File: src/rtl/ccwd_pkg.sv
// shared types and constants for the cumulative count window delta block
`default_nettype none

package ccwd_pkg;

    // ring geometry
    localparam int CAPACITY = 64;
    localparam int CELLS    = CAPACITY + 1;
    localparam int PTR_W    = $clog2(CELLS);

    // field widths
    localparam int CNT_W    = 7;
    localparam int DATA_W   = 32;
    localparam int OFF_W    = 16;
    localparam int FRAC_W   = 8;
    localparam int AVG_W    = DATA_W + FRAC_W;
    localparam int STEP_W   = $clog2(AVG_W);

    // status codes
    localparam logic STATUS_OK    = 1'b0;
    localparam logic STATUS_ORDER = 1'b1;

    typedef enum logic [1:0] {
        CMD_ADD,
        CMD_RESET,
        CMD_DELTA,
        CMD_AVG
    } cmd_t;

    typedef struct packed {
        cmd_t               command;
        logic [DATA_W-1:0]  sample_count;
        logic [OFF_W-1:0]   back_from;
        logic [OFF_W-1:0]   back_to;
        logic [OFF_W-1:0]   window_len;
    } req_t;

    typedef struct packed {
        logic [DATA_W-1:0]  delta;
        logic [AVG_W-1:0]   average;
        logic [CNT_W-1:0]   filled;
        logic               significant;
        logic               status;
    } rsp_t;

endpackage

`default_nettype wire

File: src/rtl/ccwd_ram.sv
// count ring storage: one write port, one read port with registered data
`default_nettype none

module ccwd_ram (
    input  wire logic                        clk,
    input  wire logic                        we,
    input  wire logic [ccwd_pkg::PTR_W-1:0]  waddr,
    input  wire logic [ccwd_pkg::DATA_W-1:0] wdata,
    input  wire logic                        re,
    input  wire logic [ccwd_pkg::PTR_W-1:0]  raddr,
    output logic      [ccwd_pkg::DATA_W-1:0] rdata
);
    import ccwd_pkg::*;

    logic [DATA_W-1:0] mem [CELLS];

    // write port
    always_ff @(posedge clk)
    begin
        if (we)
        begin
            mem[waddr] <= wdata;
        end
    end

    // read port, data registered on the read enable
    always_ff @(posedge clk)
    begin
        if (re)
        begin
            rdata <= mem[raddr];
        end
    end

endmodule

`default_nettype wire

File: src/rtl/ccwd_div.sv
// serial restoring divider, one quotient bit per cycle
`default_nettype none

module ccwd_div (
    input  wire logic                       clk,
    input  wire logic                       rst_n,
    input  wire logic                       start,
    input  wire logic [ccwd_pkg::AVG_W-1:0] dividend,
    input  wire logic [ccwd_pkg::CNT_W-1:0] divisor,
    output logic                            done,
    output logic      [ccwd_pkg::AVG_W-1:0] quotient
);
    import ccwd_pkg::*;

    logic              busy_reg, busy_next;
    logic              done_reg, done_next;
    logic [STEP_W-1:0] cnt_reg, cnt_next;
    logic [AVG_W-1:0]  q_reg, q_next;
    logic [CNT_W-1:0]  rem_reg, rem_next;
    logic [CNT_W:0]    rem_sh;
    logic              fits;

    // one trial subtraction
    always_comb
    begin
        rem_sh = {rem_reg, q_reg[AVG_W-1]};
        fits   = (rem_sh >= {1'b0, divisor});
    end

    // next state
    always_comb
    begin
        busy_next = busy_reg;
        done_next = 1'b0;
        cnt_next  = cnt_reg;
        q_next    = q_reg;
        rem_next  = rem_reg;
        if (start)
        begin
            busy_next = 1'b1;
            cnt_next  = STEP_W'(AVG_W - 1);
            q_next    = dividend;
            rem_next  = '0;
        end
        else if (busy_reg)
        begin
            rem_next = fits ? CNT_W'(rem_sh - {1'b0, divisor}) : rem_sh[CNT_W-1:0];
            q_next   = {q_reg[AVG_W-2:0], fits};
            if (cnt_reg == '0)
            begin
                busy_next = 1'b0;
                done_next = 1'b1;
            end
            else
            begin
                cnt_next = cnt_reg - 1'b1;
            end
        end
    end

    // control
    always_ff @(posedge clk or negedge rst_n)
    begin
        if (!rst_n)
        begin
            busy_reg <= 1'b0;
            done_reg <= 1'b0;
            cnt_reg  <= '0;
        end
        else
        begin
            busy_reg <= busy_next;
            done_reg <= done_next;
            cnt_reg  <= cnt_next;
        end
    end

    // datapath
    always_ff @(posedge clk)
    begin
        q_reg   <= q_next;
        rem_reg <= rem_next;
    end

    assign done     = done_reg;
    assign quotient = q_reg;

    // no step is taken when idle and a finished division leaves the unit idle
    assert property (@(posedge clk) disable iff (!rst_n)
        done_reg |-> !busy_reg)
        else $error("divider done while still busy");

endmodule

`default_nettype wire

File: src/rtl/cumulative_count_window_delta_top.sv
// windowed rate meter over a ring of cumulative counts: sequencer and top level
// add and reset requests complete at the accept edge and leave the block ready for the next request
// delta query: runs S_RD_NEW, S_RD_OLD, S_CAP_OLD and S_DONE (two ring reads through one read port)
// average query with a nonzero window: adds S_DIV_GO and S_DIV around the 40-step serial divider
// one request is processed at a time; a waiting result does not block the next accept
// async reset empties the ring, clears the write position and makes the base cell read zero
`default_nettype none

module cumulative_count_window_delta_top (
    input  wire logic           clk,
    input  wire logic           rst_n,
    input  wire logic           in_valid,
    output logic                in_ready,
    input  wire ccwd_pkg::req_t in_data,
    output logic                out_valid,
    input  wire logic           out_ready,
    output ccwd_pkg::rsp_t      out_data
);
    import ccwd_pkg::*;

    typedef enum logic [2:0] {
        S_IDLE,
        S_RD_NEW,
        S_RD_OLD,
        S_CAP_OLD,
        S_DIV_GO,
        S_DIV,
        S_DONE
    } state_t;

    // control registers
    state_t            state_reg, state_next;
    logic [PTR_W-1:0]  wp_reg, wp_next;
    logic [CNT_W-1:0]  filled_reg, filled_next;
    logic              base_valid_reg, base_valid_next;
    logic              rd_zero_reg, rd_zero_next;
    logic              out_valid_reg, out_valid_next;

    // payload registers
    logic [CNT_W-1:0]  off_new_reg, off_new_next;
    logic [CNT_W-1:0]  off_old_reg, off_old_next;
    logic              is_avg_reg, is_avg_next;
    logic              zero_reg, zero_next;
    logic              status_reg, status_next;
    logic              signif_reg, signif_next;
    logic [DATA_W-1:0] new_val_reg, new_val_next;
    logic [DATA_W-1:0] delta_reg, delta_next;
    logic [AVG_W-1:0]  avg_reg, avg_next;
    rsp_t              out_reg, out_next;

    logic              in_fire;
    logic              mem_we, mem_re;
    logic [PTR_W-1:0]  mem_waddr, mem_raddr;
    logic [DATA_W-1:0] mem_rdata, rd_val;
    logic [CNT_W-1:0]  clamp_to, clamp_from, clamp_win, off_sel;
    logic [PTR_W:0]    idx_sum;
    logic              div_start, div_done;
    logic [AVG_W-1:0]  div_quot;

    assign in_ready = (state_reg == S_IDLE);
    assign in_fire  = in_valid && in_ready;

    // offsets clamped to the fill
    always_comb
    begin
        clamp_to   = (in_data.back_to < OFF_W'(filled_reg)) ?
                     in_data.back_to[CNT_W-1:0] : filled_reg;
        clamp_from = (in_data.back_from < OFF_W'(filled_reg)) ?
                     in_data.back_from[CNT_W-1:0] : filled_reg;
        clamp_win  = (in_data.window_len < OFF_W'(filled_reg)) ?
                     in_data.window_len[CNT_W-1:0] : filled_reg;
    end

    // look-back cell index: write position minus one minus offset, modulo ring size
    always_comb
    begin
        off_sel   = (state_reg == S_RD_NEW) ? off_new_reg : off_old_reg;
        idx_sum   = (PTR_W+1)'(wp_reg) + (PTR_W+1)'(CELLS - 1) - (PTR_W+1)'(off_sel);
        mem_raddr = (idx_sum >= (PTR_W+1)'(CELLS)) ?
                    PTR_W'(idx_sum - (PTR_W+1)'(CELLS)) : idx_sum[PTR_W-1:0];
        mem_re    = (state_reg == S_RD_NEW) || (state_reg == S_RD_OLD);
    end

    // ring writes happen at the accept edge of add and reset
    always_comb
    begin
        mem_we    = in_fire && ((in_data.command == CMD_ADD) ||
                                (in_data.command == CMD_RESET));
        mem_waddr = (in_data.command == CMD_ADD) ? wp_reg : PTR_W'(CAPACITY);
    end

    // base cell reads as zero until written
    assign rd_val    = rd_zero_reg ? '0 : mem_rdata;
    assign div_start = (state_reg == S_DIV_GO);

    ccwd_ram u_ram (
        .clk   (clk),
        .we    (mem_we),
        .waddr (mem_waddr),
        .wdata (in_data.sample_count),
        .re    (mem_re),
        .raddr (mem_raddr),
        .rdata (mem_rdata)
    );

    ccwd_div u_div (
        .clk      (clk),
        .rst_n    (rst_n),
        .start    (div_start),
        .dividend ({delta_reg, FRAC_W'(0)}),
        .divisor  (off_old_reg),
        .done     (div_done),
        .quotient (div_quot)
    );

    // sequencer next state
    always_comb
    begin
        state_next      = state_reg;
        wp_next         = wp_reg;
        filled_next     = filled_reg;
        base_valid_next = base_valid_reg;
        rd_zero_next    = mem_re && (mem_raddr == PTR_W'(CAPACITY)) && !base_valid_reg;
        out_valid_next  = out_valid_reg && !out_ready;
        off_new_next    = off_new_reg;
        off_old_next    = off_old_reg;
        is_avg_next     = is_avg_reg;
        zero_next       = zero_reg;
        status_next     = status_reg;
        signif_next     = signif_reg;
        new_val_next    = new_val_reg;
        delta_next      = delta_reg;
        avg_next        = avg_reg;
        out_next        = out_reg;

        if (mem_we && (mem_waddr == PTR_W'(CAPACITY)))
        begin
            base_valid_next = 1'b1;
        end

        case (state_reg)
            S_IDLE:
            begin
                if (in_fire)
                begin
                    signif_next = (OFF_W'(filled_reg) >= in_data.window_len);
                    case (in_data.command)
                        CMD_ADD:
                        begin
                            wp_next = (wp_reg == PTR_W'(CELLS - 1)) ? '0 : wp_reg + 1'b1;
                            if (filled_reg < CNT_W'(CAPACITY))
                            begin
                                filled_next = filled_reg + 1'b1;
                            end
                        end
                        CMD_RESET:
                        begin
                            wp_next     = '0;
                            filled_next = '0;
                        end
                        CMD_DELTA:
                        begin
                            off_new_next = clamp_to;
                            off_old_next = clamp_from;
                            is_avg_next  = 1'b0;
                            zero_next    = (in_data.back_to > in_data.back_from);
                            status_next  = (in_data.back_to > in_data.back_from) ?
                                           STATUS_ORDER : STATUS_OK;
                            state_next   = S_RD_NEW;
                        end
                        CMD_AVG:
                        begin
                            off_new_next = '0;
                            off_old_next = clamp_win;
                            is_avg_next  = 1'b1;
                            zero_next    = (clamp_win == '0);
                            status_next  = STATUS_OK;
                            state_next   = S_RD_NEW;
                        end
                        default:
                        begin
                            state_next = S_IDLE;
                        end
                    endcase
                end
            end
            S_RD_NEW:
            begin
                state_next = S_RD_OLD;
            end
            S_RD_OLD:
            begin
                new_val_next = rd_val;
                state_next   = S_CAP_OLD;
            end
            S_CAP_OLD:
            begin
                delta_next = zero_reg ? '0 : new_val_reg - rd_val;
                avg_next   = '0;
                state_next = (is_avg_reg && !zero_reg) ? S_DIV_GO : S_DONE;
            end
            S_DIV_GO:
            begin
                state_next = S_DIV;
            end
            S_DIV:
            begin
                if (div_done)
                begin
                    avg_next   = div_quot;
                    state_next = S_DONE;
                end
            end
            S_DONE:
            begin
                if (!out_valid_reg || out_ready)
                begin
                    out_next.delta       = delta_reg;
                    out_next.average     = avg_reg;
                    out_next.filled      = filled_reg;
                    out_next.significant = signif_reg;
                    out_next.status      = status_reg;
                    out_valid_next       = 1'b1;
                    state_next           = S_IDLE;
                end
            end
            default:
            begin
                state_next = S_IDLE;
            end
        endcase
    end

    // state and registered outputs
    always_ff @(posedge clk or negedge rst_n)
    begin
        if (!rst_n)
        begin
            state_reg      <= S_IDLE;
            wp_reg         <= '0;
            filled_reg     <= '0;
            base_valid_reg <= 1'b0;
            rd_zero_reg    <= 1'b0;
            out_valid_reg  <= 1'b0;
        end
        else
        begin
            state_reg      <= state_next;
            wp_reg         <= wp_next;
            filled_reg     <= filled_next;
            base_valid_reg <= base_valid_next;
            rd_zero_reg    <= rd_zero_next;
            out_valid_reg  <= out_valid_next;
        end
    end

    // request and result payload
    always_ff @(posedge clk)
    begin
        off_new_reg <= off_new_next;
        off_old_reg <= off_old_next;
        is_avg_reg  <= is_avg_next;
        zero_reg    <= zero_next;
        status_reg  <= status_next;
        signif_reg  <= signif_next;
        new_val_reg <= new_val_next;
        delta_reg   <= delta_next;
        avg_reg     <= avg_next;
        out_reg     <= out_next;
    end

    assign out_valid = out_valid_reg;
    assign out_data  = out_reg;

    // fill count grows by one per added sample and stops at capacity
    assert property (@(posedge clk) disable iff (!rst_n)
        (in_fire && (in_data.command == CMD_ADD)) |=>
        (filled_reg == (($past(filled_reg) == CNT_W'(CAPACITY)) ?
                        $past(filled_reg) : $past(filled_reg) + 1'b1)))
        else $error("fill count not advanced by add");

    // reset request empties the ring and marks the base cell written
    assert property (@(posedge clk) disable iff (!rst_n)
        (in_fire && (in_data.command == CMD_RESET)) |=>
        ((wp_reg == '0) && (filled_reg == '0) && base_valid_reg))
        else $error("reset request did not clear ring state");

    // the divider never sees a zero divisor
    assert property (@(posedge clk) disable iff (!rst_n)
        div_start |-> (off_old_reg != '0))
        else $error("division started with empty window");

    // a new result is only loaded from the done state
    assert property (@(posedge clk) disable iff (!rst_n)
        (out_valid_reg && !$past(out_valid_reg)) |-> ($past(state_reg) == S_DONE))
        else $error("result raised outside done state");

    // ring is only written between queries
    assert property (@(posedge clk) disable iff (!rst_n)
        mem_we |-> (state_reg == S_IDLE))
        else $error("ring written during a query");

endmodule

`default_nettype wire

File: config.mk
export PLATFORM = sky130hd
export DESIGN_NAME = cumulative_count_window_delta_top
export DESIGN_NICKNAME = d
export VERILOG_FILES = /design/src/rtl/ccwd_pkg.sv /design/src/rtl/ccwd_ram.sv /design/src/rtl/ccwd_div.sv /design/src/rtl/cumulative_count_window_delta_top.sv
export SDC_FILE = /design/constraint.sdc
export NUM_CORES = 2
export LEC_CHECK = 0
export BUFFER_PORTS_ARGS = -buffer_cell sky130_fd_sc_hd__buf_2
export CORE_MARGIN = 1.5
export CORE_UTILIZATION = 50
export CTS_CLUSTER_DIAMETER = 120
export DETAILED_ROUTE_END_ITERATION = 6
export MAX_ROUTING_LAYER = met4
export PLACE_DENSITY = 0.69
export SLEW_MARGIN = 20
export SYNTH_ARGS = -nofsm -noshare
export SYNTH_HDL_FRONTEND = slang
export SYNTH_SLANG_ARGS = --single-unit
File: constraint.sdc
create_clock -name clk -period 7.9 [get_ports clk]
set_input_delay 1.58 -clock clk [delete_from_list [all_inputs] [get_ports clk]]
set_output_delay 1.58 -clock clk [all_outputs]
set_load 0.01 [all_outputs]
==> results.md <==
* Syn Area/Cell at 13.46 µm²
* Ports at 169
* Fin Clk Skew at 0.05881 ns
* Synth top cells by count: 2347 x edfxtp_1, 1255 x nand2_1, 370 x nand3_1, 344 x a21oi_1, 296 x a221oi_1
* Fmax at 130.6 MHz
* Synth top area cells: edfxtp_1 70%, nand2_1 4.7%, a221oi_1 2.6%
* Initial DRC count at 11500
* Worst reg2reg path startpoint: state_reg[1]
* Post-route minimum period at 7.657 ns
* CP max stage cell: o21ai_0
* Clk slew on worst S/H paths at 0.07 ns
* Mapped Area at 100900 µm²
* Worst setup SP type: flip-flop
* Total die area at 204500 µm²
* Crit path depth at 22
* Initial antenna violation count at 24
* RSZ-0062 raised after global routing: false
* Crit-path max FO at 43
* Total Routing Usage GR at 0.3102
* Initial DRT Pass Iterations at 7
* Post-synthesis xor/xnor area fraction at 0.003299
* Site Rows at 164
* Final Hold Viols at 0
* Status: complete, but fails checks
* Most used standard cell by instance count after synthesis: edfxtp_1
* Core ar. at 200100 µm²
* GPL Wtd Cong at 0.9515
* Hold Crit Class: reg2reg
* Compound-Gate Fraction of Synth Area at 0.1190
* Crit path top cell by count: buf_4
* Drt drc at 1
* Post-synthesis mux area share at 0.02536
* WP buf/inv at 6
* Worst path required time at 8.62 ns
* Setup TNS Final at 0 ns
* Fin nets at 7804
* Initial Util at 0.5043
* TritonCTS Buffers at 235
* Top-area cell type share of the netlist area at 0.6985
* Clk root buf: clkbuf_16
* Total grt overflow at 0
* Clock latency on the worst-skew pair at 0.90 ns
* Violated checks: DRC
* Resized Gates After CTS at 0
* Top FF cell, synth: edfxtp_1
* Yosys cell types at 82
* Die Width at 452.2 µm
* Vias in the first global route at 66360
* Biggest register: u_ram.mem
* Setup bufs post-CTS at 0
* Main combinational cell family by area after synthesis: compound AO/OA/AOI/OAI gates
* Post-Route WL at 314200 µm
* Largest net degree at the start of global routing at 177
* Worst setup endpoint: u_ram.rdata[22]
* Max FFs per register at 2080
* Die Y at 452.2 µm
* Biggest area consumer among synthesized cells: edfxtp_1
* FFs w/ async S/R, synth at 0.01172
* Crit path capture type: flip-flop
* Endpoints failing setup at 0
* Number of I/O port buffers at 168
* Yosys warnings at 0
* Detailed placer's ending HPWL at 180900 µm
* Vias at 70140
* Crit path DAT at 8.38 ns
* Hold_buf cts at 0
* Fillers at 15560
* Synth Area in Adders at 0.01213
* Reg2reg end: u_ram.rdata[22]
* Crit-path max cell delay at 0.98 ns
* CTS tree: built
* Crit Path Class: reg2reg
* Cell Count Post-Placement at 10040
* Post-route ant nets at 0
* Clk buf depth at 3
* Synthesized net count at 7680
* Ratio of cells with drive above 1 in the final layout at 0.1152
* Via density at 6.683
* Final Non-Filler Cells at 10500
* Critical Path Source: state_reg[1]
* Top delay family on crit path: compound AO/OA/AOI/OAI gates
* Register bit total from synthesis at 2390
* Mapped Cells at 7498
* Synth Area in Simple Gates at 0.1059
* Fin. max-slew vios at 0
* Worst Tran Pin Value at 1.316 ns
* Final period utilization at 0.9693
* # clock sinks at 2390
* H-Tree Depth at 4
* Worst reg2reg path depth at 22
* Mean routed wirelength per cell at 29.94 µm
* Max-Cap Viols at 0
* Slew Limit Headroom at 0.1224
* First-pass GRT wire length at 452700 µm
* Critical-path cell list: nor3b_2 -> buf_4 -> mux2_2 -> ha_4 -> inv_1 -> ha_4 -> inv_1 -> fa_1 -> nand2b_1 -> a21o_1 -> a211oi_4 -> buf_4 -> nor2_1 -> o21ai_1 -> a21boi_4 -> buf_12 -> buf_4 -> o22ai_1 -> o22ai_1 -> a221oi_1 -> o21ai_0 -> a211o_1
* Layout area overhead at 12.30%
* FF-to-FF setup slack at 0.24 ns
* Register area share after synthesis at 0.7085
* EDFF count, synth at 2347
kinds of logic after synthesis:
| logic type | count (synthesis) |
|---|---|
| xor gates and xnor gates | 38 |
| DFF | 2390 |
| buffers and inverters | 633 |
| AOI/OAI and AO/OA | 1727 |
| muxes | 224 |
| and+or+nand+nor | 2390 |
| adders and majority gates | 96 |
through the flow:
stage | instance area [µm²] | worst slack (ns) | hold slack, ns | utilization
after global routing | 113300 | 0.05173 | 0.4043 | 0.5663
after detailed placement | 105800 | 0.6112 | 0.4045 | 0.5287
after global placement | 105700 | 0.6358 | 0.4002 | 0.5284
final | 113300 | 0.2425 | 0.4031 | 0.5663
after CTS | 113200 | 0.5375 | 0.4035 | 0.5659
after floorplan | 100900 | 2.104 | 0.4003 | -
routing by layer:
metal,track usage,vias to the layer above,part of all wire
met3,0.07276,983,0.13
met5,-,-,0
met4,0.1464,0,0.054
met2,0.4625,4955,0.45
li1,-,29460,-
met1,0.4027,34740,0.37
placed cells by master, fill, tap and decap left out, types with 40 or more instances in the layout:
cell	count
nand2b_1	47
clkbuf_1	54
a22oi_1	85
a31oi_1	85
o21ai_0	157
mux2i_1	196
nor2_4	71
a21oi_1	342
nor3_1	111
and2_1	46
o221ai_1	71
o21a_1	48
clkinv_1	55
ha_1	90
a211oi_1	83
a311oi_1	42
o22ai_1	288
nand3_1	368
nor2_1	160
nor4_1	40
buf_2	158
buf_4	228
nand2_1	1254
inv_1	107
clkinv_2	45
and3_1	148
edfxtp_1	2347
a221oi_1	296
clkbuf_16	235
worst min path at each step:
stage / endpoint / start / depth (start not counted)
final: out_data[31] / avg_reg[22] / 0
after global routing: out_data[22] / avg_reg[13] / 0
after CTS: out_data[31] / avg_reg[22] / 0
after detailed placement: out_data[47] / avg_reg[38] / 0
after global placement: out_data[14] / avg_reg[5] / 0
after floorplan: out_data[0] / status_reg / 0
layout make-up:
type                       instances  area (µm²)  share of cell area
timing repair buffer             412        3023             0.02668
tap                             2656        3323             0.02933
sequential                      2390       71480              0.6309
inverter                         108       410.4            0.003622
antenna                           15       37.54           0.0003313
multi-input combinational       4475       27570              0.2433
clock inverter                   148        1346             0.01188
clock buffer                     291        6111             0.05393
Power is not shown: default switching activity piles up to over one toggle a cycle in this logic, so the estimate is an artifact.
